### config.mk
export PLATFORM = sky130hd
export DESIGN_NAME = huff_queue
export DESIGN_NICKNAME = d
export VERILOG_FILES = /design/src/design/huff_pkg.sv /design/src/design/huff_queue.sv
export SDC_FILE = /design/constraint.sdc
export NUM_CORES = 1
export LEC_CHECK = 0
export BUFFER_PORTS_ARGS = -buffer_cell sky130_fd_sc_hd__buf_2
export CAP_MARGIN = 5
export CORE_MARGIN = 5
export CORE_UTILIZATION = 50
export DETAILED_ROUTE_END_ITERATION = 10
export PLACE_DENSITY = 0.8
export SYNTH_ARGS = -nofsm -noshare
export SYNTH_HDL_FRONTEND = slang
export SYNTH_SLANG_ARGS = --single-unit
export TNS_END_PERCENT = 30
### constraint.sdc
create_clock -name clk -period 1.68 [get_ports clk]
set_input_delay 0.084 -clock clk [delete_from_list [all_inputs] [get_ports clk]]
set_output_delay 0.084 -clock clk [all_outputs]
set_load 0.005 [all_outputs]
### src/design/huff_pkg.sv
// ----------------------------------------------------------------------------
// huff_pkg
// Shared types and constants of the Huffman encoder and bit packer.
// ----------------------------------------------------------------------------
`default_nettype none

package huff_pkg;

  // input commands
  localparam logic [1:0] CMD_LOAD   = 2'd0;
  localparam logic [1:0] CMD_ENCODE = 2'd1;
  localparam logic [1:0] CMD_FLUSH  = 2'd2;

  // kinds of work handed from front to back
  localparam logic KIND_ENCODE = 1'b0;
  localparam logic KIND_FLUSH  = 1'b1;

  localparam int TABLE_DEPTH = 256;
  localparam int WORD_BITS   = 16;
  localparam int LEN_W       = 5;
  localparam int SYM_W       = 8;

  localparam int QDEPTH = 4;
  localparam int QPTR_W = $clog2(QDEPTH);
  localparam int QCNT_W = $clog2(QDEPTH + 1);

  localparam int OUT_DEPTH = 4;
  localparam int OPTR_W    = $clog2(OUT_DEPTH);
  localparam int OCNT_W    = $clog2(OUT_DEPTH + 1);

  typedef struct packed {
    logic [LEN_W-1:0]     len;
    logic [WORD_BITS-1:0] word;
  } table_entry_t;

  typedef struct packed {
    logic         kind;
    table_entry_t code;
  } q_entry_t;

  typedef struct packed {
    logic     valid;
    q_entry_t data;
  } q_push_t;

  typedef struct packed {
    logic              empty;
    logic [QCNT_W-1:0] count;
  } q_status_t;

  typedef struct packed {
    logic [OCNT_W-1:0] out_count;
  } back_status_t;

endpackage

`default_nettype wire

### src/design/huff_queue.sv
// ----------------------------------------------------------------------------
// huff_queue
// Short queue of work between the front and the packer.
// ----------------------------------------------------------------------------
`default_nettype none

module huff_queue (
  input  wire logic               clk,
  input  wire logic               rst,
  input  wire huff_pkg::q_push_t  q_push,
  input  wire logic               q_pop,
  output huff_pkg::q_entry_t      q_head,
  output huff_pkg::q_status_t     q_status
);

  huff_pkg::q_entry_t slots [huff_pkg::QDEPTH];
  logic [huff_pkg::QPTR_W-1:0] wr_ptr;
  logic [huff_pkg::QPTR_W-1:0] rd_ptr;
  logic [huff_pkg::QCNT_W-1:0] count;
  logic                        do_pop;

  assign do_pop          = q_pop && (count != '0);
  assign q_head          = slots[rd_ptr];
  assign q_status.count  = count;
  assign q_status.empty  = (count == '0);

  always_ff @(posedge clk) begin
    if (q_push.valid) begin
      slots[wr_ptr] <= q_push.data;
    end
  end

  always_ff @(posedge clk) begin
    if (rst) begin
      wr_ptr <= '0;
      rd_ptr <= '0;
      count  <= '0;
    end else begin
      if (q_push.valid) begin
        wr_ptr <= wr_ptr + 1'b1;
      end
      if (do_pop) begin
        rd_ptr <= rd_ptr + 1'b1;
      end
      unique case ({q_push.valid, do_pop})
        2'b10:   count <= count + 1'b1;
        2'b01:   count <= count - 1'b1;
        default: count <= count;
      endcase
    end
  end

endmodule

`default_nettype wire

==> run summary <==
The longest clock path from root to sink contains 2 buffers. The checks that failed: setup timing. The number of buffers created by CTS came out at 9. The number of antenna repair diodes came out at 0. The number of antenna violations at the first check in global routing is 0.

The floorplan row count is 31. Yosys attributes the largest share of cell area to sky130_fd_sc_hd__edfxtp_1, sky130_fd_sc_hd__mux4_2, sky130_fd_sc_hd__dfxtp_1. The area share of the largest cell type after synthesis is 73.0%. The reported max-cap violation count is 0. The instance count of the mapped netlist came out at about 160. The worst clock skew on the final layout is roughly 0.012 ns. The slew at the pin with the worst max-slew slack came out at about 0.35 ns.

Timing would allow up to 0.585 GHz. The fraction of the cycle the final worst path needs is 102%. The clock period minus final worst setup slack is approximately 1.7 ns. The clock-pin slew on the worst setup and hold paths is roughly 0.090 ns. The aggregate routed wire length is between 6000 and 7000 um. Detailed placement finished with a half-perimeter wire length of approximately 4200 um. The overall overflow remaining after global route is 0. Setup violations remaining at the end of the flow were counted as 2.

The number of top-level pins is 52. The slack of the critical path is -0.0282 ns. The area growth from synthesis to final layout is 28.3%. The count of different cell masters after synthesis is 21. The average cell area after synthesis came out at 22.2 um2. The most common flop cell mapped by yosys is sky130_fd_sc_hd__edfxtp_1. After floorplanning, the core was sized to cover 0.00714 mm2.

TritonCTS built the clock tree. The largest stage delay on the critical path is 0.36 ns. Ranked by instance count, the synthesized netlist is headed by sky130_fd_sc_hd__edfxtp_1, sky130_fd_sc_hd__mux4_2, sky130_fd_sc_hd__dfxtp_1. STA puts the critical path data arrival time at just under 2 ns. The die is ~95 um tall.

Dividing total power by cell area gives a power density of ~1300 mW/mm2. STA puts the critical path data required time at about 2.0 ns. At the later pin of the worst-skew pair, clock insertion delay measures roughly 0.36 ns. For this run, the post-layout net count is 296. Hold timing on the final database bottoms out at a slack of 0.142 ns.

The critical path goes through o31ai_4 -> inv_1 -> ha_2 -> inv_2 -> fa_2 -> xor2_1 -> or3_1 -> a21oi_1. From left edge to right edge, the die measures around 95 um. The clock net in this run drives a total of just under 100 sinks. The maximum fanout along the worst path is 2. Port buffering added 51 buffers. The share of post-route cells with drive strength above 1 is between 40% and 50%. The H-tree depth is 3.

The share of the core filled with cells came out at roughly two thirds. Dividing the detail-routed via count by the number of cells gives about 5. The starting DRC count in detailed routing came out at ~170. Once detail routing completed, the nets flagged for antenna violations numbered 0.

The worst voltage drop across the vdd grid is 0.779 mV. Yosys mapped a number of flops with a built-in enable equal to 88. The share of async-settable or async-resettable flops after synthesis came out at 0%. The first-pass GRT wire length is approximately 10000 um. STA classifies the critical path endpoint as a flop.

By instance count, the leading cell after synthesis is sky130_fd_sc_hd__edfxtp_1. The total standard cell area after synthesis came out at approximately 0.0036 mm2. The via count of the first global-routing pass came to 1986. The critical path in this run is classified as flop to flop. Setup repair after global routing could not meet its margin everywhere. The buffering stage count on the worst path with inverters included is 2.

The count of pins over their slew limit is 0. The post-synthesis net count came out at 195. The sequential-to-total area share from yosys stat came out at 78.0%.

The overall track demand over capacity in global routing is between 15 and 20%. The initial core utilization came out at about half. The routed wirelength normalized by instance count came out at around 18 um.

The root cell of the clock tree is sky130_fd_sc_hd__clkbuf_8. The warning count from the yosys run came out at 0. The synthesized flop and latch total is 97. The reported leakage power came out at roughly 1.6 nW.

The weighted congestion reported at the end of routability-driven placement is about 0.75. For this run, design rule violations remaining after detail routing come to 0. The overall die area is roughly 0.0090 mm2. The cell with the largest stage delay on the worst path is sky130_fd_sc_hd__dfxtp_2. The number of hold violations in the final report was 0. The run finished, with violations left.

The total vias in the final route came out at approximately 1800. The min-delay analysis places its worst path in the category input pin to flop. The maximum number of pins on one net before global-route repair is 23.

Headroom to the max-slew limit came out at around three quarters. The dominant delay contributor by cell family on the critical path is adder cells. STA classifies the critical path startpoint as a flop. The detailed-router iteration count before antenna repair is 4. sky130_fd_sc_hd__edfxtp_1 takes more of the synthesized area than any other cell.
==> state kept, by name, summed over array words and instances, names as in the netlist, named ones only <==
| name | cells |
|---|---|
| count | 3 |
| rd_ptr | 2 |
| slots | 88 |
| wr_ptr | 2 |
==> tightest hold or removal path, delay by kind of cell <==
kind	cells	cell delay (ns)
mux	1	0.09
buf+inv	1	0.17
simple gates	1	0.10
==> cells in the final DEF, fill, tap and decap left out, drive strengths merged, types with 2 or more instances in the layout <==
master       netlist  layout
edfxtp            88      88
a21oi              3       3
or3                2       2
nor2               7       7
o21ai              2       2
clkbuf             1      10
inv                7      11
and2               4       4
buf                4      67
xor2               3       3
ha                 5       5
dfxtp              9       9
mux4              22      22
dlygate4sd3        0      27
==> per-stage QoR <==
step / TNS [ns] / std cells / area [um2] / worst slack [ns] / power, mW
detailed placement: -0.0187 / 322 / 4100 / -0.0187 / 4.13
finish: -0.0293 / 368 / 4640 / -0.0282 / 5.83
CTS: -0.147 / 363 / 4550 / -0.0460 / 5.71
floorplan: 0 / 163 / 3640 / 0.0156 / 3.65
global placement: 0 / 322 / 4100 / 0.0169 / 4.10
global route: -0.730 / 368 / 4640 / -0.110 / 6.11
==> cell families after synthesis <==
logic type               after synthesis  synth area share [%]
XOR/XNOR                               4                 0.968
adder cells (fa/ha/maj)                6                  2.28
AO/OA/AOI/OAI                          6                 0.898
multiplexers                          23                  14.2
AND/OR/NAND/NOR                       15                  2.00
buffers and inverters                 12                  1.73
flip-flops                            97                  78.0
==> area by class of cell <==
cell class / count / area (um2)
sequential: 97 / 2840
fill: 499 / 2490
multi-input combinational: 54 / 757
timing repair buffer: 95 / 702
clock buffer: 9 / 124
tap: 99 / 124
clock inverter: 7 / 76.3
inverter: 7 / 26.3
==> power breakdown <==
| part | internal, mW | total [mW] | switching (mW) |
|---|---|---|---|
| Clock | 0.704 | 1.51 | 0.802 |
| Combinational | 0.817 | 1.41 | 0.594 |
| Sequential | 2.81 | 2.91 | 0.101 |
| Total | 4.33 | 5.83 | 1.50 |
==> per-layer routing <==
metal	track usage [%]	vias to the layer above	part of all wire, %
met4	5.41	0	1.6
met2	26.4	45	54
li1	-	859	-
met1	19.6	928	41
met5	0	-	0
met3	3.79	10	3.3
==> timing repair <==
action | 4_1_cts | 5_1_grt
pin swaps | 0 | 4
gates cloned | 0 | 1
hold buffers | 25 | 2
hold endpoints to repair | 96 | 2
setup endpoints to repair | 13 | 24
buffers inserted | 0 | 2
gates resized for setup | 3 | 9
==> worst paths after layout <==
path,startpoint,endpoint,slack (ns),cells past startpoint
worst max-delay path,count[1]$_SDFFE_PP0P_,count[2]$_SDFFE_PP0P_,-0.03,8
worst min-delay path,q_push[22],wr_ptr[1]$_SDFFE_PP0P_,0.14,3
worst max register to register,count[1]$_SDFFE_PP0P_,count[2]$_SDFFE_PP0P_,-0.03,8
worst min register to register,rd_ptr[1]$_SDFFE_PP0P_,rd_ptr[1]$_SDFFE_PP0P_,0.50,2
Note: power is estimated with default switching activity, not from simulation.
