**src/design/huff_pkg.sv**
```systemverilog
// ----------------------------------------------------------------------------
// huff_pkg
// Shared types and constants of the Huffman encoder and bit packer.
// ----------------------------------------------------------------------------
`default_nettype none

package huff_pkg;

  // input commands
  localparam logic [1:0] CMD_LOAD   = 2'd0;
  localparam logic [1:0] CMD_ENCODE = 2'd1;
  localparam logic [1:0] CMD_FLUSH  = 2'd2;

  // kinds of work handed from front to back
  localparam logic KIND_ENCODE = 1'b0;
  localparam logic KIND_FLUSH  = 1'b1;

  localparam int TABLE_DEPTH = 256;
  localparam int WORD_BITS   = 16;
  localparam int LEN_W       = 5;
  localparam int SYM_W       = 8;

  localparam int QDEPTH = 4;
  localparam int QPTR_W = $clog2(QDEPTH);
  localparam int QCNT_W = $clog2(QDEPTH + 1);

  localparam int OUT_DEPTH = 4;
  localparam int OPTR_W    = $clog2(OUT_DEPTH);
  localparam int OCNT_W    = $clog2(OUT_DEPTH + 1);

  typedef struct packed {
    logic [LEN_W-1:0]     len;
    logic [WORD_BITS-1:0] word;
  } table_entry_t;

  typedef struct packed {
    logic         kind;
    table_entry_t code;
  } q_entry_t;

  typedef struct packed {
    logic     valid;
    q_entry_t data;
  } q_push_t;

  typedef struct packed {
    logic              empty;
    logic [QCNT_W-1:0] count;
  } q_status_t;

  typedef struct packed {
    logic [OCNT_W-1:0] out_count;
  } back_status_t;

endpackage

`default_nettype wire

```
**src/design/huff_back.sv**
```systemverilog
// ----------------------------------------------------------------------------
// huff_back
// Bit packer: appends code bits, cuts whole bytes, pads the rest on flush and buffers the results.
// ----------------------------------------------------------------------------
`default_nettype none

module huff_back (
  input  wire logic                clk,
  input  wire logic                rst,
  input  wire huff_pkg::q_entry_t  q_head,
  input  wire huff_pkg::q_status_t q_status,
  output logic                     q_pop,
  input  wire logic                pop,
  output logic                     empty,
  output logic [7:0]               out_byte,
  output logic                     last,
  output huff_pkg::back_status_t   back_status
);

  localparam int ACC_W = 7 + huff_pkg::WORD_BITS;

  logic [6:0] pend_bits;
  logic [2:0] pend_count;
  logic [6:0] pend_bits_next;
  logic [2:0] pend_count_next;

  logic [7:0] obuf_byte [huff_pkg::OUT_DEPTH];
  logic       obuf_last [huff_pkg::OUT_DEPTH];
  logic [huff_pkg::OPTR_W-1:0] wr_ptr;
  logic [huff_pkg::OPTR_W-1:0] rd_ptr;
  logic [huff_pkg::OCNT_W-1:0] count;

  logic [ACC_W-1:0]          acc;
  logic [huff_pkg::LEN_W-1:0] total;
  logic [2:0]                rem;
  logic [3:0]                pad_sh;
  logic [1:0]                n_push;
  logic [7:0]                byte0;
  logic [7:0]                byte1;
  logic                      last0;
  logic                      do_out_pop;

  // take work only while two result slots are free
  assign q_pop      = !q_status.empty &&
                      (count <= huff_pkg::OCNT_W'(huff_pkg::OUT_DEPTH - 2));
  assign do_out_pop = pop && (count != '0);

  assign empty    = (count == '0);
  assign out_byte = obuf_byte[rd_ptr];
  assign last     = obuf_last[rd_ptr];
  assign back_status.out_count = count;

  always_comb begin
    acc    = (ACC_W'(pend_bits) << q_head.code.len) | ACC_W'(q_head.code.word);
    total  = huff_pkg::LEN_W'(pend_count) + q_head.code.len;
    pad_sh = 4'd8 - {1'b0, pend_count};
    byte0  = 8'(acc >> (total - huff_pkg::LEN_W'(8)));
    byte1  = 8'(acc >> (total - huff_pkg::LEN_W'(16)));
    last0  = 1'b1;
    n_push = 2'd0;
    rem    = pend_count;
    pend_bits_next  = pend_bits;
    pend_count_next = pend_count;
    if (q_head.kind == huff_pkg::KIND_FLUSH) begin
      byte0 = 8'({1'b0, pend_bits} << pad_sh);
      n_push = (pend_count != 3'd0) ? 2'd1 : 2'd0;
      pend_bits_next  = '0;
      pend_count_next = '0;
    end else begin
      priority if (total >= huff_pkg::LEN_W'(16)) begin
        n_push = 2'd2;
        last0  = 1'b0;
        rem    = 3'(total - huff_pkg::LEN_W'(16));
      end else if (total >= huff_pkg::LEN_W'(8)) begin
        n_push = 2'd1;
        rem    = 3'(total - huff_pkg::LEN_W'(8));
      end else begin
        n_push = 2'd0;
        rem    = 3'(total);
      end
      pend_bits_next  = 7'(acc) & ~(7'h7f << rem);
      pend_count_next = rem;
    end
  end

  always_ff @(posedge clk) begin
    if (q_pop && (n_push != 2'd0)) begin
      obuf_byte[wr_ptr] <= byte0;
      obuf_last[wr_ptr] <= last0;
    end
    if (q_pop && (n_push == 2'd2)) begin
      obuf_byte[wr_ptr + 1'b1] <= byte1;
      obuf_last[wr_ptr + 1'b1] <= 1'b1;
    end
  end

  always_ff @(posedge clk) begin
    if (rst) begin
      pend_bits  <= '0;
      pend_count <= '0;
      wr_ptr     <= '0;
      rd_ptr     <= '0;
      count      <= '0;
    end else begin
      if (q_pop) begin
        pend_bits  <= pend_bits_next;
        pend_count <= pend_count_next;
        wr_ptr     <= wr_ptr + huff_pkg::OPTR_W'(n_push);
      end
      if (do_out_pop) begin
        rd_ptr <= rd_ptr + 1'b1;
      end
      count <= count + (q_pop ? huff_pkg::OCNT_W'(n_push) : '0)
                     - huff_pkg::OCNT_W'(do_out_pop);
    end
  end

endmodule

`default_nettype wire

```
**config.mk**
```make
export PLATFORM = sky130hd
export DESIGN_NAME = huff_back
export DESIGN_NICKNAME = d
export VERILOG_FILES = /design/src/design/huff_pkg.sv /design/src/design/huff_back.sv
export SDC_FILE = /design/constraint.sdc
export NUM_CORES = 1
export LEC_CHECK = 0
export ABC_AREA = 0
export BUFFER_PORTS_ARGS = -buffer_cell sky130_fd_sc_hd__buf_4
export CAP_MARGIN = 20
export CELL_PAD_IN_SITES_DETAIL_PLACEMENT = 1
export CELL_PAD_IN_SITES_GLOBAL_PLACEMENT = 1
export CORE_MARGIN = 5
export CORE_UTILIZATION = 52
export DETAILED_ROUTE_END_ITERATION = 8
export PLACE_DENSITY_LB_ADDON = 0.25
export SETUP_SLACK_MARGIN = 0.15
export SKIP_CTS_REPAIR_TIMING = 1
export SYNTH_ARGS = -nofsm -noshare
export SYNTH_HDL_FRONTEND = slang
export SYNTH_SLANG_ARGS = --single-unit
```
**constraint.sdc**
```tcl
create_clock -name clk -period 11.25 [get_ports clk]
set_clock_uncertainty 0.15 [all_clocks]
set_input_delay 1.6875 -clock clk [delete_from_list [all_inputs] [get_ports clk]]
set_output_delay 1.6875 -clock clk [all_outputs]
set_load 0.1 [all_outputs]
```
==> results of run 1 <==
cells by family (layout without fill, tap and decap cells):
logic type      count (synthesis)  in the layout  share of synthesized area [%]
compound gates                146            146                          20.38
buf+inv                        64             72                          6.542
mux                            94             94                          23.45
flops                          55             55                          26.64
simple gates                  190            190                          18.57
fa+ha+maj                      10             10                          2.626
xor+xnor                       11             11                          1.805
other cells                     0              1                              0
metrics by stage:
step | std cells | instance area, um2 | hold slack [ps]
floorplan | 570 | 5336 | 285.6
global placement | 706 | 5589 | 298.7
detailed placement | 706 | 5589 | 306.9
CTS | 714 | 5669 | 328.0
global route | 714 | 5669 | 335.9
finish | 715 | 5672 | 323.6
Yosys cell counts, types with 4 or more instances:
library cell                n
sky130_fd_sc_hd__a21o_1     4
sky130_fd_sc_hd__o221ai_1   4
sky130_fd_sc_hd__inv_1     14
sky130_fd_sc_hd__o22ai_1    4
sky130_fd_sc_hd__xor2_1     4
sky130_fd_sc_hd__clkbuf_1  21
sky130_fd_sc_hd__a32oi_1    4
sky130_fd_sc_hd__a221oi_1   4
sky130_fd_sc_hd__a21oi_1   34
sky130_fd_sc_hd__nand2_1   38
sky130_fd_sc_hd__nor3_1    22
sky130_fd_sc_hd__ha_1       8
sky130_fd_sc_hd__nor2b_1    6
sky130_fd_sc_hd__or2_2      4
sky130_fd_sc_hd__nand3_1   14
sky130_fd_sc_hd__mux4_2    20
sky130_fd_sc_hd__or3_1      4
sky130_fd_sc_hd__xnor2_1    7
sky130_fd_sc_hd__buf_1      4
sky130_fd_sc_hd__o32ai_1   10
sky130_fd_sc_hd__nand2b_1   4
sky130_fd_sc_hd__o211ai_1   5
sky130_fd_sc_hd__mux2i_1   41
sky130_fd_sc_hd__a31oi_1    8
sky130_fd_sc_hd__nor4_1     6
sky130_fd_sc_hd__nor2_1    53
sky130_fd_sc_hd__nand4_1    7
sky130_fd_sc_hd__buf_2      5
sky130_fd_sc_hd__mux2_2    29
sky130_fd_sc_hd__o31ai_1    8
sky130_fd_sc_hd__buf_4      7
sky130_fd_sc_hd__edfxtp_1  32
sky130_fd_sc_hd__o21ai_0   14
sky130_fd_sc_hd__buf_6      8
sky130_fd_sc_hd__dfxtp_1   23
registers in the layout, indices dropped and copies added (netlist names), named ones only:
name         count
rd_ptr           2
obuf_byte       32
back_status      3
pend_bits        7
pend_count       3
wr_ptr           2
obuf_last        4
power by group:
| group | internal [uW] | switching [uW] |
|---|---|---|
| sequential | 247 | 32.2 |
| combinational | 180 | 397 |
| clock | 42.7 | 63.4 |
final cells by class:
type                            instances  area [um2]
Clock buffer                            6       72.57
Inverter                               17       63.81
Antenna cell                            1       2.502
Tap cell                              136       170.2
Multi-Input combinational cell        451        3581
Clock inverter                          2       7.507
Timing Repair Buffer                   47       352.8
Fill cell                            1188        4513
Sequential cell                        55        1421
path summary, 6_finish.rpt:
kind                            cells past startpoint  slack (ps)           from              to
worst max-delay path                               18        5250     q_head[16]  back_status[2]
worst min-delay path                                1         320   obuf_last[3]    obuf_last[3]
worst max register to register                     17        6330  pend_count[0]  back_status[2]
worst min register to register                      1         320   obuf_last[3]    obuf_last[3]
worst max-delay path, stage by stage:
cell                      delay, ps
sky130_fd_sc_hd__buf_4          300
sky130_fd_sc_hd__ha_1           230
sky130_fd_sc_hd__inv_1           60
sky130_fd_sc_hd__fa_1           490
sky130_fd_sc_hd__nor2b_1        220
sky130_fd_sc_hd__o31a_1         180
sky130_fd_sc_hd__and2_1         450
sky130_fd_sc_hd__nand3_1        370
sky130_fd_sc_hd__a21oi_1        620
sky130_fd_sc_hd__inv_1          130
sky130_fd_sc_hd__ha_1           300
sky130_fd_sc_hd__inv_1           60
sky130_fd_sc_hd__ha_1           130
sky130_fd_sc_hd__inv_1           50
sky130_fd_sc_hd__fa_1           370
sky130_fd_sc_hd__xnor2_1        190
sky130_fd_sc_hd__xnor2_1        150
sky130_fd_sc_hd__nor2_1          60
cell usage in the layout (no fill, tap or decap), types with 7 or more instances in the layout:
cell type / n
sky130_fd_sc_hd__o31ai_1: 8
sky130_fd_sc_hd__mux2_2: 29
sky130_fd_sc_hd__inv_1: 14
sky130_fd_sc_hd__ha_1: 8
sky130_fd_sc_hd__mux4_2: 20
sky130_fd_sc_hd__dfxtp_1: 23
sky130_fd_sc_hd__edfxtp_1: 32
sky130_fd_sc_hd__nand2_1: 38
sky130_fd_sc_hd__nand3_1: 14
sky130_fd_sc_hd__buf_4: 47
sky130_fd_sc_hd__o32ai_1: 10
sky130_fd_sc_hd__nand4_1: 7
sky130_fd_sc_hd__mux2i_1: 41
sky130_fd_sc_hd__nor2_1: 53
sky130_fd_sc_hd__o21ai_0: 14
sky130_fd_sc_hd__a21oi_1: 34
sky130_fd_sc_hd__nor3_1: 22
sky130_fd_sc_hd__a31oi_1: 8
metal layers:
layer	up-vias	wire length (um)	global-route usage (%)
li1	2231	-	-
met1	2481	7743	40.39
met2	223	8143	43.71
met3	45	1310	4.913
met4	0	454	7.461
met5	-	0	0
==> impl.org, run 1 <==
** Outcome
- The flow ran to the end, and the final reports show no timing, DRC or antenna violations.

** Clock network
- Clk slew on worst S/H paths :: 90 ps
- CTS tree :: done
- Clock buffer count from CTS :: 5
- Number of sinks handled by clock tree synthesis :: 55
- Clock latency reported for the late side of the worst-skew pair :: roughly 300 ps
- The clock passes through at most 2 buffers.
- CTS built an H-tree with a depth of 2.
- CTS placed an instance of sky130_fd_sc_hd__clkbuf_8 at the clock tree root.

** Die
- Row count :: 37
- During I/O placement, the number of pins put on the boundary was 43.
- The floorplan step defined a core boundary enclosing around 0.010 mm2.
- Die Outline Area :: 0.01239 mm2
- The die is ~110 um wide.
- Die extent in y :: between 100 and 150 um
- For this configuration, the core starts out at a cell density of 52.40%.

** Layout
- Of the cells placed in the final design, the portion with a size suffix greater than 1 is roughly 22%.
- Final net count :: 616
- Once layout is complete, the utilization of the core stands at 55.69%.
- Area growth from synthesis to layout :: 6.284%

** Synth
- Count of warnings emitted by yosys :: 0
- Number of storage elements in the synthesis netlist :: 55
- Main flop type after synthesis :: sky130_fd_sc_hd__edfxtp_1
- Cells taking the most area after synthesis :: sky130_fd_sc_hd__edfxtp_1, sky130_fd_sc_hd__dfxtp_1, sky130_fd_sc_hd__mux4_2
- Proportion of synthesized flip-flops having asynchronous set or reset :: 0%
- Synthesized Nets :: just over 600
- After technology mapping, the gate count stands at 570.
- Sequential cells were found to cover 26.64% of the synthesized design area.
- Syn avg cell area :: 9.362 um2
- In this run, synthesis inferred 32 flip-flops with an integrated enable.
- Top-area cell type share of the netlist area :: 18.01%
- Netlist area before placement :: around 0.0053 mm2
- Number of distinct library cell variants in the gate-level netlist after synthesis :: 93
- Largest area contributor in the synthesized netlist :: sky130_fd_sc_hd__edfxtp_1

** Power
- Peak supply drop :: 0.2223 mV
- Leakage dissipation :: 0.002013 uW
- In this run the power density over the cells is 169.8 mW/mm2.
- Sum of internal, switching and leakage power :: approximately 960 uW

** Timing
- The worst path uses between 50% and 60% of the clock period.
- The total count of hold-check failures in the final report is 0.
- Final Setup Violations :: 0
- The count of pins over their slew limit was 0.
- Maximum clock rate :: 166.6 MHz
- Total Neg Setup Slack :: 0 ps
- For the pin with the worst max-slew slack, the measured transition is 1095 ps.
- For the finished layout, the period the worst path requires is 6003 ps.
- Final worst setup slack :: 5247 ps
- Unrepaired setup endpoints after global routing :: no
- Headroom to the max-slew limit came out at 26.72%.

** Detailed routing
- The first detailed-routing pass ran for 5 iterations.
- After detailed routing, the number of vias per cell comes to 6.965.
- Sum of routed wire length over all layers :: about 18,000 um
- Residual DRC :: 0
- After detailed routing, the average wire length per cell comes to roughly 25 um.
- Number of vias in the routed layout :: 4,980
- After the first detailed-routing iteration, the DRC count stood at 384.
- Once detail routing completed, the nets flagged for antenna violations numbered 0.

** Placed design
- Prior to clock tree synthesis, the placed netlist has a worst setup slack of approximately 5000 ps.
- HPWL after detailed placement :: 13,410 um
- RD Place Congestion :: 0.9445
- During placement, the flow inserted port buffers numbering 39.

** Critical path
- The setup path with the least slack is of type primary input to register.
- For the worst setup path, the data arrival time is about 6000 ps.
- Critical path launch point type :: primary input
- Of all nets on the critical path, the largest fanout is 26.
- STA classifies the critical path endpoint as a register.
- Required time of the worst setup path :: 11,300 ps

** GRT
- Entering global routing, the biggest net connects 30 pins.
- The first global-routing pass estimated ~28,000 um of wire.
- Overflow left after global routing :: 0
- All-Layer GR Usage :: 28.06%
- Via count of the first global-routing pass :: 5,043
- The initial antenna violation count came to 0.

** Flow run
- The tool flagged a number of max-cap violations equal to 0.

** Worst hold path
- Min-delay worst type :: register to register
Power figures use the tool's default switching activity.
==> run 2: changes to the inputs <==
--- a/config.mk
+++ b/config.mk
@@ -11,7 +11,7 @@
 export CELL_PAD_IN_SITES_DETAIL_PLACEMENT = 1
 export CELL_PAD_IN_SITES_GLOBAL_PLACEMENT = 1
 export CORE_MARGIN = 5
-export CORE_UTILIZATION = 52
+export CORE_UTILIZATION = 43
 export DETAILED_ROUTE_END_ITERATION = 8
 export PLACE_DENSITY_LB_ADDON = 0.25
 export SETUP_SLACK_MARGIN = 0.15
==> constraint.sdc (replaced) <==
create_clock -name clk -period 5 [get_ports clk]
set_clock_uncertainty 0.15 [all_clocks]
set_input_delay 0.75 -clock clk [delete_from_list [all_inputs] [get_ports clk]]
set_output_delay 0.75 -clock clk [all_outputs]
set_load 0.1 [all_outputs]
==> run 2 against run 1 <==
  * Power grew 140%
  * Die area grew 19%
  * Largest power group unchanged
  * Combinational power grew 120%
  * Final cell count grew 5.6%
  * Largest cell class unchanged
  * Routed wire length grew 1.9%
==> impl.org, run 2 (synthesis gave the netlist of run 1 again) <==
** Critical path
- For this design, the slowest cell found on the critical path is sky130_fd_sc_hd__fa_1.
- For the worst setup path, the data required time is 5040 ps.
- The critical path is of the primary input to register type.
- Critical path launch point type :: primary input
- Delay of the slowest cell on the worst path :: 470 ps
- Category of the worst setup path capture point :: register
- Critical path cell sequence :: buf_4 > ha_1 > inv_1 > fa_1 > nor2b_1 > o21ai_1 > and2_1 > buf_4 > nor3_4 > inv_1 > ha_1 > fa_1 > xnor2_1 > xnor2_1 > nor2_1
- For the worst setup path, the data arrival time is 4140 ps.
- Critical-path maximum fanout :: 26

** Clock network
- Number of sinks handled by clock tree synthesis :: 55
- After clock tree synthesis, the clock-pin slew on the worst setup and hold paths is 70 ps.
- Clock buffer count from CTS :: 5
- CTS tree :: done
- The clock passes through at most 2 buffers.
- Clock latency reported for the late side of the worst-skew pair :: roughly 300 ps
- Library cell used as clock root buffer :: sky130_fd_sc_hd__clkbuf_16
- The clock tree synthesis step divided the H-tree into 2 levels.

** Die
- The floorplan step defined a die boundary enclosing 0.01474 mm2.
- Once the floorplan was initialized, standard cells occupied around 44% of the core.
- Row count :: 40
- The floorplan step set the die height to about 120 um.
- Placeable core area :: roughly 0.012 mm2
- 43 I/O pins were placed.
- The die is 121.4 um wide.

** Layout
- In the final layout, the share of cells above drive strength 1 is about a quarter.
- Summing all multi-input logic gate instances after layout gives 0.003581 mm2.
- Max reg flops :: 32
- Total area of sequential cells :: 0.001421 mm2
- 0 antenna diodes ended up in the layout.
- Largest registers :: obuf_byte x32, pend_bits x7, obuf_last x4
- Area growth from synthesis to layout :: 9.637%
- Leaving out fill and tap cells, the most frequent cell in the layout is sky130_fd_sc_hd__buf_4.
- Fill cells :: 1,451
- The net count of the finished layout is 625.
- Most frequent cells in the layout :: sky130_fd_sc_hd__buf_4, sky130_fd_sc_hd__nor2_1, sky130_fd_sc_hd__mux2i_1
- Ranked by flip-flop count, first place goes to obuf_byte.

** Placed design
- Detailed placement finished with a half-perimeter wire length of 13,840 um.
- Buffers placed on the I/O ports in this run total 39.
- RD Place Congestion :: a little under 1

** Timing
- The total count of hold-check failures in the final report was 0.
- The count of pins over their slew limit was 0.
- In the finished design, the share of the clock period the worst path needs comes to 81.94%.
- Total Neg Setup Slack :: 0 ps
- Final Setup Violations :: 0
- Maximum clock rate :: around 240 MHz
- The worst pin sits at a relative slew slack of 34.47%.
- Post-layout min period :: 4097 ps
- Setup repair after global routing left no endpoint under its margin.
- Across all hold checks on the routed design, the worst slack comes to 315.7 ps.
- Slew of the pin with the lowest slew margin :: 982.1 ps

** GRT
- Entering global routing, the biggest net connects 29 pins.
- The via count of the first global-routing pass was 4,943.
- Across every metal layer, demand over resource in global routing totals between 20% and 30%.
- The total overflow left after global routing is 0.
- The first global-routing pass estimated between 20,000 and 30,000 um of wire.
- The initial antenna violation count is 0.

** Detailed routing
- In the routed design, unresolved DRC markers number 0.
- The routed design has 17,990 um of wire.
- First-pass detailed-route iteration total :: 4
- The detail route stage leaves a number of antenna-violating nets equal to 0.
- Initial drt markers :: between 300 and 400
- The routed layout has 4,924 vias.
- Using the TritonRoute via totals, the vias-per-cell ratio works out to 6.522.
- Routed length per instance :: 23.82 um

** Power
- For this design the static power due to leakage is roughly 0.0021 uW.
- Dividing total power by cell area gives a power density of about 390 mW/mm2.
- The worst-case IR drop observed on VDD is between 0.2 and 0.25 mV.

** Flow run
- Across the run, the number of max-cap violations was 0.

** Worst hold path
- Min-delay worst type :: register to register

** Outcome
- Status :: completed
==> run 2: worst paths after layout <==
path                                     from        endpoint  slack [ps]  cells after the start
worst min register to register   obuf_last[3]    obuf_last[3]         320                      1
worst min-delay path             obuf_last[3]    obuf_last[3]         320                      1
worst max-delay path               q_head[16]  back_status[2]         900                     15
worst max register to register  pend_count[0]  back_status[2]        1070                     14
==> run 2: final cells by class <==
type	instances	share of cell area, %
sequential	55	24.29
clock inverter	3	0.4919
inverter	17	1.091
tap	168	3.593
multi-input combinational	451	61.21
clock buffer	5	2.139
timing repair buffer	56	7.186
==> run 2: power by group <==
group	switching, uW	internal (uW)
Sequential	70.3	555
Clock	174	191
Combinational	882	416
==> run 2: per-layer routing <==
metal  global-route usage, %  up-vias  part of all wire (%)  routed length (um)
li1                        -     2252                     -                   -
met2                   39.41      167                    47                8477
met5                       0        -                     0                   0
met4                   8.333        0                   3.0                 534
met1                   33.27     2470                    44                7983
met3                   4.802       35                   5.5                 990
==> run 2: critical path, delay by kind of cell <==
family	cells	cell delay, ps
buf+inv	4	710
fa+ha+maj	4	1470
simple gates	4	700
compound gates	1	110
xor+xnor	2	360
==> run 2: through the flow <==
step	instances	total power [uW]	util, %	setup slack, ps	area, um2
after global placement	747	1892	47.04	711.6	5697
final	755	2289	48.31	903.1	5851
after detailed placement	747	1924	47.04	579.3	5697
after global routing	755	2406	48.31	691.2	5851
after floorplan	570	1634	-	176.4	5336
after CTS	755	2297	48.31	893.2	5851
==> run 3: changes to the inputs <==
--- a/config.mk
+++ b/config.mk
@@ -5,7 +5,7 @@
 export SDC_FILE = /design/constraint.sdc
 export NUM_CORES = 1
 export LEC_CHECK = 0
-export ABC_AREA = 0
+export ABC_AREA = 1
 export BUFFER_PORTS_ARGS = -buffer_cell sky130_fd_sc_hd__buf_4
 export CAP_MARGIN = 20
 export CELL_PAD_IN_SITES_DETAIL_PLACEMENT = 1
==> constraint.sdc (replaced) <==
create_clock -name clk -period 4.3 [get_ports clk]
set_clock_uncertainty 0.15 [all_clocks]
set_input_delay 0.645 -clock clk [delete_from_list [all_inputs] [get_ports clk]]
set_output_delay 0.645 -clock clk [all_outputs]
set_load 0.1 [all_outputs]
==> run 3 against run 2 <==
  * Largest power group unchanged
  * Clock power shrank 12%
  * Critical endpoint unchanged
  * Design area shrank 11%
  * Flip-flop and latch count is the same
  * Critical path type unchanged
==> impl.org, run 3 <==
** Synth
- Number of distinct library cell variants in the gate-level netlist after synthesis :: 41
- The commonest cells after synthesis are sky130_fd_sc_hd__nand2_1, sky130_fd_sc_hd__nand3_1, sky130_fd_sc_hd__inv_1, sky130_fd_sc_hd__nor2_1, sky130_fd_sc_hd__o21ai_0.
- The share of synthesized area in the top cell type comes to between 20% and 30%.
- Area fraction in compound gates after synthesis :: 9.829%
- Number of storage elements in the synthesis netlist :: 55
- Synthesis produced 739 cells.
- Cells taking the most area after synthesis :: sky130_fd_sc_hd__edfxtp_1, sky130_fd_sc_hd__nand3_1, sky130_fd_sc_hd__nand2_1
- Counting flops with a built-in enable in the synthesized netlist gives 32.
- For this run, the leading register cell type out of synthesis is sky130_fd_sc_hd__edfxtp_1.
- Counting flops with an async set or reset pin after synthesis yields a share of 0%.
- Synthesized Nets :: ~800
- Netlist area before placement :: approximately 0.0047 mm2
- Post-synthesis mux area share :: 0.2137%
- Of the total synthesized cell area, the portion taken by XOR and XNOR cells is less than 1%.
- sky130_fd_sc_hd__edfxtp_1 takes more of the synthesized area than any other cell.
- Count of warnings emitted by yosys :: 0
- Syn avg cell area :: 6.339 um2
- Share of synthesized cell area in full adder, half adder and majority cells :: 2.991%
- After synthesis, the largest family of logic cells by area is simple AND/OR/NAND/NOR gates.
- Post-Synth Simple-Gate Area :: between 40% and 50%
- After synthesis, flip-flops and latches occupy about 30% of the total area.
- Cell with the most instances after synthesis :: sky130_fd_sc_hd__nand2_1

** Detailed routing
- Before antenna repair, the detailed router went through 5 iterations.
- Routed length per instance :: ~18 um
- The detail route stage leaves a number of antenna-violating nets equal to 0.
- Sum of routed wire length over all layers :: 16,160 um
- After the first detailed-routing iteration, the DRC count stood at 304.
- Post-DR vias/cell :: around 5.8
- For this run, design rule violations remaining after detail routing come to 0.
- Summing over every cut layer, the via total after detailed routing is 5,211.

** Layout
- Utilization after layout :: 48.43%
- The library cell used most frequently in the layout, excluding fill and tap cells, is sky130_fd_sc_hd__nand2_1.
- The final layout contains 803 nets.
- Non-filler instance count after layout :: ~910
- In the final layout, the share of cells above drive strength 1 is 10.85%.
- From synthesis to final layout, the design area changed by 11.08%.
- The filler cells instantiated in the layout total ~1,500.
- Counting flops per register, the top entry is obuf_byte.
- The repair_antennas step left the layout with diodes totalling 0.
- The largest registers in the layout are obuf_byte x32, pend_bits x7, obuf_last x4.
- Max reg flops :: 32
- The library cells used most frequently in the layout, excluding fill and tap cells, are sky130_fd_sc_hd__nand2_1, sky130_fd_sc_hd__nand3_1, sky130_fd_sc_hd__inv_1.

** Placed design
- HPWL after detailed placement :: 13,290 um
- RD Place Congestion :: 0.9155
- Once placement completed, the tool counted placed cells totaling 897.
- Number of input and output port buffers inserted :: 39

** Timing
- At the pin with the least slew margin, the transition time is 774.0 ps.
- For this run, the top clock speed supported by timing is around 270 MHz.
- Total count of max-transition violations in the final report :: 0
- The total count of hold-check failures in the final report was 0.
- Total Neg Setup Slack :: 0 ps
- Normalized max-slew margin :: 48.21%
- Dividing the final minimum period by the clock period gives 87.38%.
- Unrepaired setup endpoints after global routing :: no
- Final Setup Violations :: 0
- Post-layout min period :: 3757 ps

** Power
- Sequential cells account for 28.7% of the total power.
- The share of total power dissipated in combinational logic is 58.6%.
- Leakage dissipation :: around 0.0023 uW
- In this run the power density over the cells is about 480 mW/mm2.
- Switching part of the total :: roughly 54%
- Clk network pwr share :: 12.7%
- Internal power comes to 1168 uW.
- Peak supply drop :: 0.3448 mV
- Total net switching power :: 1347 uW

** GRT
- All-Layer GR Usage :: 25.76%
- Maximum number of pins on one net before global-route repair :: 25
- Global-route wire length before repair :: 27,170 um
- The initial antenna violation count is 0.
- Via count of the first global-routing pass :: roughly 5,300
- The total overflow left after global routing is 0.

** Clock network
- Clock buffer count from CTS :: 5
- No sink is reached through more buffers than the 2 on the longest clock path.
- Number of sinks handled by clock tree synthesis :: 55
- Clock-pin slew was measured on the worst setup and hold paths at 100 ps.
- H-Tree Level Count :: 2
- The tree is rooted in a sky130_fd_sc_hd__clkbuf_8.
- Clock latency reported for the late side of the worst-skew pair :: 320 ps
- CTS tree :: done

** Die
- The die is around 110 um wide.
- In this run the core area contains 38 standard-cell rows.
- For this configuration, the core starts out at a cell density of a little over two fifths.
- Placeable core area :: 0.01075 mm2
- The die is roughly 110 um tall.
- Io pins :: 43
- Die Outline Area :: 0.01308 mm2

** Worst hold path
- Min-delay worst type :: register to register

** Critical path
- STA classifies the critical path startpoint as a primary input.
- Critical-path maximum fanout :: 11
- The worst setup path is of the primary input to register kind.
- For the worst setup path, the data arrival time is 3820 ps.
- Category of the worst setup path capture point :: register
- Required time of the worst setup path :: ~4400 ps

** Outcome
- Status :: completed

** Flow run
- Max capacitance violation total :: 0
==> run 3: changes by cell type after synthesis, moves of 11 or more <==
cell / change
sky130_fd_sc_hd__o21ai_0: +21
sky130_fd_sc_hd__nor3_1: -17
sky130_fd_sc_hd__a21oi_1: -11
sky130_fd_sc_hd__mux2_2: -29
sky130_fd_sc_hd__nand3_1: +173
sky130_fd_sc_hd__mux2i_1: -40
sky130_fd_sc_hd__inv_1: +39
sky130_fd_sc_hd__nand2_1: +182
sky130_fd_sc_hd__mux4_2: -20
==> run 3: path summary, 6_finish.rpt <==
path                 startpoint        endpoint  slack [ps]  cells after the start
setup / recovery     q_head[16]  back_status[2]         540                     19
hold reg to reg    obuf_last[3]    obuf_last[3]         350                      2
setup reg to reg  pend_count[0]  back_status[2]         630                     18
hold / removal     obuf_last[3]    obuf_last[3]         350                      2
==> run 3: area by class of cell <==
cell class / instances / area [um2] / area share (%)
clock inverters: 1 / 7.507 / 0.1443
well taps: 140 / 175.2 / 3.366
flip-flops and latches: 55 / 1421 / 27.31
inverters: 64 / 245.2 / 4.713
multi-input cells: 589 / 2889 / 55.52
repair buffers: 49 / 367.9 / 7.069
clock buffers: 7 / 97.59 / 1.875
==> run 3: critical path: stages <==
cell                      delay [ps]
sky130_fd_sc_hd__buf_4           150
sky130_fd_sc_hd__ha_1            180
sky130_fd_sc_hd__inv_1            50
sky130_fd_sc_hd__fa_1            390
sky130_fd_sc_hd__or2_4           280
sky130_fd_sc_hd__a21oi_4         140
sky130_fd_sc_hd__xor2_2          130
sky130_fd_sc_hd__nor2_2          320
sky130_fd_sc_hd__nand2_1         140
sky130_fd_sc_hd__o21ai_2         130
sky130_fd_sc_hd__nand2_2         100
sky130_fd_sc_hd__ha_1            280
sky130_fd_sc_hd__inv_1            60
sky130_fd_sc_hd__ha_1            140
sky130_fd_sc_hd__inv_1            50
sky130_fd_sc_hd__fa_1            370
sky130_fd_sc_hd__xor2_1          170
sky130_fd_sc_hd__inv_1            60
sky130_fd_sc_hd__nor2_1           30
==> run 3: logic make-up after synthesis <==
group,after synthesis
buffers and inverters,95
muxes,1
xor gates and xnor gates,4
AOI/OAI and AO/OA,81
and+or+nand+nor,493
DFF,55
adders and majority gates,10
==> run 3: power by group through the flow <==
stage / combinational [uW] / clock, uW / sequential, uW
finish: 1470 / 320 / 721
global route: 1600 / 351 / 731
CTS: 1470 / 325 / 721
detailed placement: 1470 / 0 / 732
global placement: 1410 / 0 / 725
floorplan: 1050 / 0 / 784
==> run 3: metal layers <==
metal	GRT usage, %	up-vias	routed length (um)
li1	-	2554	-
met4	10.06	0	602
met1	32.77	2484	7111
met2	45.04	133	7976
met3	2.378	40	474
met5	0	-	0
==> run 3: through the flow <==
step	instance area, um2	total power, uW	hold slack (ps)	worst slack [ps]
2_1_floorplan	4690	1839	287.2	573.4
3_3_place_gp	5099	2136	313.0	298.1
3_5_place_dp	5099	2200	329.5	195.6
4_1_cts	5204	2519	356.2	529.0
5_1_grt	5204	2683	395.7	318.8
6_report	5204	2514	347.4	542.8
